===== config.mk =====
export PLATFORM = sky130hd
export DESIGN_NAME = ctt_ctrl
export DESIGN_NICKNAME = d
export VERILOG_FILES = /design/src/rtl/ctt_pkg.sv /design/src/rtl/ctt_ctrl.sv
export SDC_FILE = /design/constraint.sdc
export NUM_CORES = 1
export LEC_CHECK = 0
export BUFFER_PORTS_ARGS = -buffer_cell sky130_fd_sc_hd__buf_2
export CORE_AREA = 5 5 42 44
export CTS_CLUSTER_DIAMETER = 50
export DETAILED_ROUTE_END_ITERATION = 7
export DIE_AREA = 0 0 47 49
export HOLD_SLACK_MARGIN = 0.1
export PLACE_DENSITY_LB_ADDON = 0.05
export SLEW_MARGIN = 20
export SYNTH_ARGS = -nofsm -noshare
export SYNTH_HDL_FRONTEND = slang
export SYNTH_SLANG_ARGS = --single-unit

===== constraint.sdc =====
create_clock -name clk_i -period 1.3 [get_ports clk_i]
set_input_delay 0.26 -clock clk_i [delete_from_list [all_inputs] [get_ports clk_i]]
set_output_delay 0.26 -clock clk_i [all_outputs]
set_load 0.01 [all_outputs]

===== src/rtl/ctt_pkg.sv =====
`default_nettype none

package ctt_pkg;

  // Fixed field widths of one request and one result.
  localparam int unsigned OP_W    = 2;
  localparam int unsigned KEY_W   = 64;
  localparam int unsigned TAG_W   = 16;
  localparam int unsigned DEPTH_W = 8;
  localparam int unsigned GEN_W   = 5;
  localparam int unsigned PAY_W   = 48;

  // Replacement score is depth minus age times eight, held as a signed value.
  localparam int unsigned AGE_SHIFT = 3;
  localparam int unsigned SCORE_W   = DEPTH_W + 2;

  // Key bits consumed per cycle by the iterative cluster index unit.
  localparam int unsigned DIGIT_W = 4;

  typedef enum logic [OP_W-1:0] {
    OP_PROBE = 2'd0,
    OP_STORE = 2'd1,
    OP_CLEAR = 2'd2
  } op_e;

  typedef enum logic [2:0] {
    S_INIT,
    S_IDLE,
    S_INDEX,
    S_EVAL,
    S_WIPE,
    S_RESP
  } state_e;

  // Commands from the controller to the datapath.
  typedef struct packed {
    logic in_load;
    logic rd_en;
    logic eval_fire;
    logic wipe;
    logic clr_gen;
    logic out_load;
    logic out_zero;
  } cmd_t;

  // Status from the datapath to the controller.
  typedef struct packed {
    logic idx_done;
    logic wipe_last;
    logic out_free;
  } sts_t;

endpackage

`default_nettype wire


===== src/rtl/ctt_ctrl.sv =====
`default_nettype none

module ctt_ctrl (
  input  wire logic                     clk_i,
  input  wire logic                     rst_ni,
  input  wire logic                     in_valid_i,
  input  wire logic [ctt_pkg::OP_W-1:0] in_op_i,
  output logic                          in_ready_o,
  input  wire ctt_pkg::sts_t            sts_i,
  output ctt_pkg::cmd_t                 cmd_o
);

  import ctt_pkg::*;

  state_e state_q, state_d;
  logic   accept;

  // A request may enter when idle, or as the previous result is placed.
  always_comb begin
    unique case (state_q)
      S_IDLE:  in_ready_o = 1'b1;
      S_EVAL:  in_ready_o = sts_i.out_free;
      default: in_ready_o = 1'b0;
    endcase
  end

  assign accept = in_valid_i && in_ready_o;

  // Next state.
  always_comb begin
    state_d = state_q;
    unique case (state_q)
      S_INIT: begin
        if (sts_i.wipe_last) state_d = S_IDLE;
      end
      S_IDLE, S_EVAL: begin
        if (state_q == S_EVAL && !sts_i.out_free) begin
          state_d = S_EVAL;
        end else if (accept) begin
          unique case (op_e'(in_op_i))
            OP_PROBE, OP_STORE: state_d = S_INDEX;
            OP_CLEAR:           state_d = S_WIPE;
            default:            state_d = S_RESP;
          endcase
        end else begin
          state_d = S_IDLE;
        end
      end
      S_INDEX: begin
        if (sts_i.idx_done) state_d = S_EVAL;
      end
      S_WIPE: begin
        if (sts_i.wipe_last) state_d = S_RESP;
      end
      S_RESP: begin
        if (sts_i.out_free) state_d = S_IDLE;
      end
      default: state_d = S_IDLE;
    endcase
  end

  // Commands to the datapath.
  always_comb begin
    cmd_o           = '0;
    cmd_o.in_load   = accept;
    cmd_o.clr_gen   = accept && (op_e'(in_op_i) == OP_CLEAR);
    cmd_o.rd_en     = (state_q == S_INDEX) && sts_i.idx_done;
    cmd_o.eval_fire = (state_q == S_EVAL) && sts_i.out_free;
    cmd_o.wipe      = (state_q == S_INIT) || (state_q == S_WIPE);
    cmd_o.out_zero  = (state_q == S_RESP);
    cmd_o.out_load  = cmd_o.eval_fire || ((state_q == S_RESP) && sts_i.out_free);
  end

  always_ff @(posedge clk_i or negedge rst_ni) begin
    if (!rst_ni) begin
      state_q <= S_INIT;
    end else begin
      state_q <= state_d;
    end
  end

endmodule

`default_nettype wire


Word level (Yosys, flattened, before mapping) --
Cells that the tools add are included.
Word-level totals: word-level logic and storage cells 35, flip-flop bits (word level) 3
Cells by class: equality and inequality tests 11, reduce and logical (&&, ||, !) cells 14, multiplexer cells 9
Operators with widths (number):
- $mux 3 | 6
- $pmux 3 s5 | 1
- $ne 2x2->1 const B | 4
- $eq 3x2->1 const B | 2
- $eq 3x3->1 const B | 2
- $logic_and 1x1->1 | 6
- $pmux 3 s2 | 1
- $reduce_and 4->1 | 1
- $reduce_or 2->1 | 2
- $eq 3x1->1 const B | 1
- $logic_not 3->1 | 1
- $eq 2x1->1 const B | 1
- $eq 2x2->1 const B | 1
- $logic_not 2->1 | 1
- $logic_or 1x1->1 | 2
- $pmux 1 s2 | 1
- $logic_not 1->1 | 1

Longest topological paths before layout --
depth in word-level cells 6, depth in mapped cells 4, mapped depth without buffers 3

Least setup slack after synthesis --
No wires, ideal clock.
kind reg-to-output, start point register state_q[1], end point output port cmd_o[2] (netlist bit), setup slack -0.032 ns, arrival time 1.072 ns, stages on the path, launching flop included 5, data required time 1.040 ns, path through dfrtp_1 > buf_6 > and2b_1 > and3b_2 > and3b_1
RTL lines:
- from (decl) | RTL line ctt_ctrl.sv:15 | state_e state_q, state_d;
- from (signal assigned) | RTL line ctt_ctrl.sv:78 | state_q <= state_d;
- to (decl) | RTL line ctt_ctrl.sv:10 | output ctt_pkg::cmd_t cmd_o

==> flow_metrics.env <==
export IMPL_synth_most_common_cell="nor2_1"
export IMPL_ant_nets=0
export IMPL_synth_async_reset_ratio_pct=100
export IMPL_core_area_um2=1400
export IMPL_port_buffers=15
export IMPL_vias=310
export IMPL_relSlewSlack_pct=87.2
export IMPL_reg_largest_list="state_q (3)"
export IMPL_first_global_vias=346
export IMPL_drt_pass1_iter_count=2
export IMPL_rsz0062_at_grt="yes"
export IMPL_fmax_mhz=647
export IMPL_p_leak_uw=0.000268
export IMPL_clock_skew_ns=0.000466
export IMPL_via_per_inst=4.31
export IMPL_final_cells=72
export IMPL_place_congestion=0.691
export IMPL_swShare_pct=36.4
export IMPL_initial_utilization_pct=16.7
export IMPL_row_count=14
export IMPL_p_total_uw=1280
export IMPL_worst_pin_slew_ns=0.192
export IMPL_nets=65
export IMPL_final_seq_area_um2=75.1
export IMPL_status="finished with violations"
export IMPL_clock_latency_ns=0.23
export IMPL_grt_max_degree=7
export IMPL_fill_cells=161
export IMPL_cp_max_fo=2
export IMPL_p_sw_uw=466
export IMPL_numCtsBuffers=3
export IMPL_period_share_pct=119
export IMPL_critPathRequiredTime_ns=1.04
export IMPL_start_kind="register"
export IMPL_maxSlewViolCount=0
export IMPL_cellPowerDensity_nw_per_um2=2480
export IMPL_worstHoldPathCells=3
export IMPL_largest_reg_flops=3
export IMPL_layout_setup_ws_ns=-0.246
export IMPL_synth_area_top_cells="dfrtp_1, and3_2, nor2_1"
export IMPL_drc=0
export IMPL_final_setup_viol_count=8
export IMPL_syn_num_nets=35
export IMPL_ys_types=18
export IMPL_area_delta_synth_final_pct=121
export IMPL_synthTopCellsByCount="nor2_1, dfrtp_1, nand2_1, a21oi_1, and3_2"
export IMPL_synth_avg_cell_area_um2=8.67
export IMPL_grt_total_usage_pct=8.67
export IMPL_cap_violations=0
export IMPL_sequentialPowerShare_pct=13.5
export IMPL_worstPathArrival_ns=1.29
export IMPL_p_clk_share_pct=12.6
export IMPL_ys_seq_elements=3
export IMPL_synth_top_flop_cell="dfrtp_1"
export IMPL_cts_sinks=3
export IMPL_synth_area_um2=234
export IMPL_antenna_cells=0
export IMPL_drt_wirelength_per_cell_um=12.0
export IMPL_path_class="reg2out"
export IMPL_wl_um=867
export IMPL_antenna_found_initial=0
export IMPL_regMostFlops="state_q"
export IMPL_fin_util_pct=36.9
export IMPL_die_area_um2=2300
export IMPL_hold_path_class="in2reg"
export IMPL_grt_first_pass_wirelength_um=1390
export IMPL_dp_cells=62
export IMPL_pre_cts_ws_ns=-0.0276
export IMPL_yosys_area_top_type_share_pct=32.1
export IMPL_die_x_um=47
export IMPL_synth_top_area_cell="dfrtp_1"
export IMPL_violations="negative setup slack"
export IMPL_r2r_cells=6
export IMPL_drt_iter0_markers=1
export IMPL_multi_input_comb_area_um2=179
export IMPL_io_pins=16
export IMPL_p_int_uw=815
export IMPL_cts_tree="done"
export IMPL_drive_above_1_share_pct=69.6
export IMPL_clockRootBuffer="clkbuf_4"
export IMPL_tns_ns=-1.30
export IMPL_endpoint_kind="output pin"
export IMPL_die_h_um=49
export IMPL_cts_buffer_depth=2
export IMPL_ys_warn_count=0
export IMPL_synth_cells=27
export IMPL_ys_seq_area_share_pct=32.1
export IMPL_grt_overflow=0
export IMPL_htreeDepth=1
export IMPL_fin_crit_ns=1.55
export IMPL_hold_viol_final=0
export IMPL_clkTransAtPathRegs_ns=0.04
export IMPL_synth_edf_count=0
export IMPL_peakVddDrop_v=0.000732
export IMPL_p_comb_share_pct=73.9
## final timing paths
path,slack (ns),start,end
setup / recovery,-0.25,state_q[1],cmd_o[2]
hold / removal,0.29,in_op_i[0],state_q[0]
setup reg to reg,0.02,state_q[1],state_q[0]
hold reg to reg,0.65,state_q[2],state_q[1]
max in group asynchronous,0.84,rst_ni,state_q[0]
min in group asynchronous,0.35,rst_ni,state_q[1]
## power by group through the flow
stage	clock network [µW]	logic (µW)	registers, µW
5_1_grt	186	1020	179
2_1_floorplan	0	327	184
3_3_place_gp	0	579	162
6_report	162	946	173
3_5_place_dp	0	587	164
4_1_cts	172	826	175
## critical path, stage by stage (launching register included)
cell and delay, ns:
dfrtp_1 0.37, and2b_1 0.17, and3b_2 0.24, and3b_1 0.15, buf_2 0.12
## area by class of cell
| type | count | share of cell area, % |
|---|---|---|
| timing repair buffer | 27 | 40.7 |
| multi-input combinational | 21 | 34.6 |
| clock buffer | 4 | 5.08 |
| sequential | 3 | 14.5 |
| inverter | 1 | 1.21 |
| tap | 16 | 3.87 |
## per-layer routing
layer	GRT usage [%]	vias to the layer above	part of all wire, %
li1	-	149	-
met4	8.29	0	1.4
met5	0	-	0
met2	12.2	12	52
met1	9.69	147	40
met3	2.58	2	6.6
## through the flow
| stage | area [µm²] | hold slack (ns) |
|---|---|---|
| 2_1_floorplan | 234 | -0.0356 |
| 3_3_place_gp | 355 | 0.0550 |
| 3_5_place_dp | 355 | 0.0583 |
| 4_1_cts | 470 | 0.280 |
| 5_1_grt | 517 | 0.297 |
| 6_report | 517 | 0.289 |
## layout by cell type, fill, tap and decap left out, drive strengths merged
cell type	count
and3	2
and3b	2
nand3b	1
dfrtp	3
nand2	3
nor4b	1
nor2b	1
a21oi	2
dlygate4sd3	1
inv	1
and2b	2
xnor2	1
a2bb2oi	1
clkbuf	4
buf	26
a32o	1
nor2	4
## cell families (layout without fill, tap and decap cells)
kind of cell              after synthesis  count (layout)  share of synthesized area [%]
and+or+nand+nor                        16              16                           42.2
AOI/OAI and AO/OA                       4               4                           12.3
DFF                                     3               3                           32.1
buffers and inverters                   3              32                           9.62
xor gates and xnor gates                1               1                           3.74
## what timing repair did
item,4_1_cts,5_1_grt
pin swaps,1,0
setup buffers,3,3
gates resized for setup,13,7
endpoints found under the hold margin,3,0
hold buffers,1,0
endpoints found under the setup margin,7,8
No activity file was read; power rests on OpenSTA's default activity.
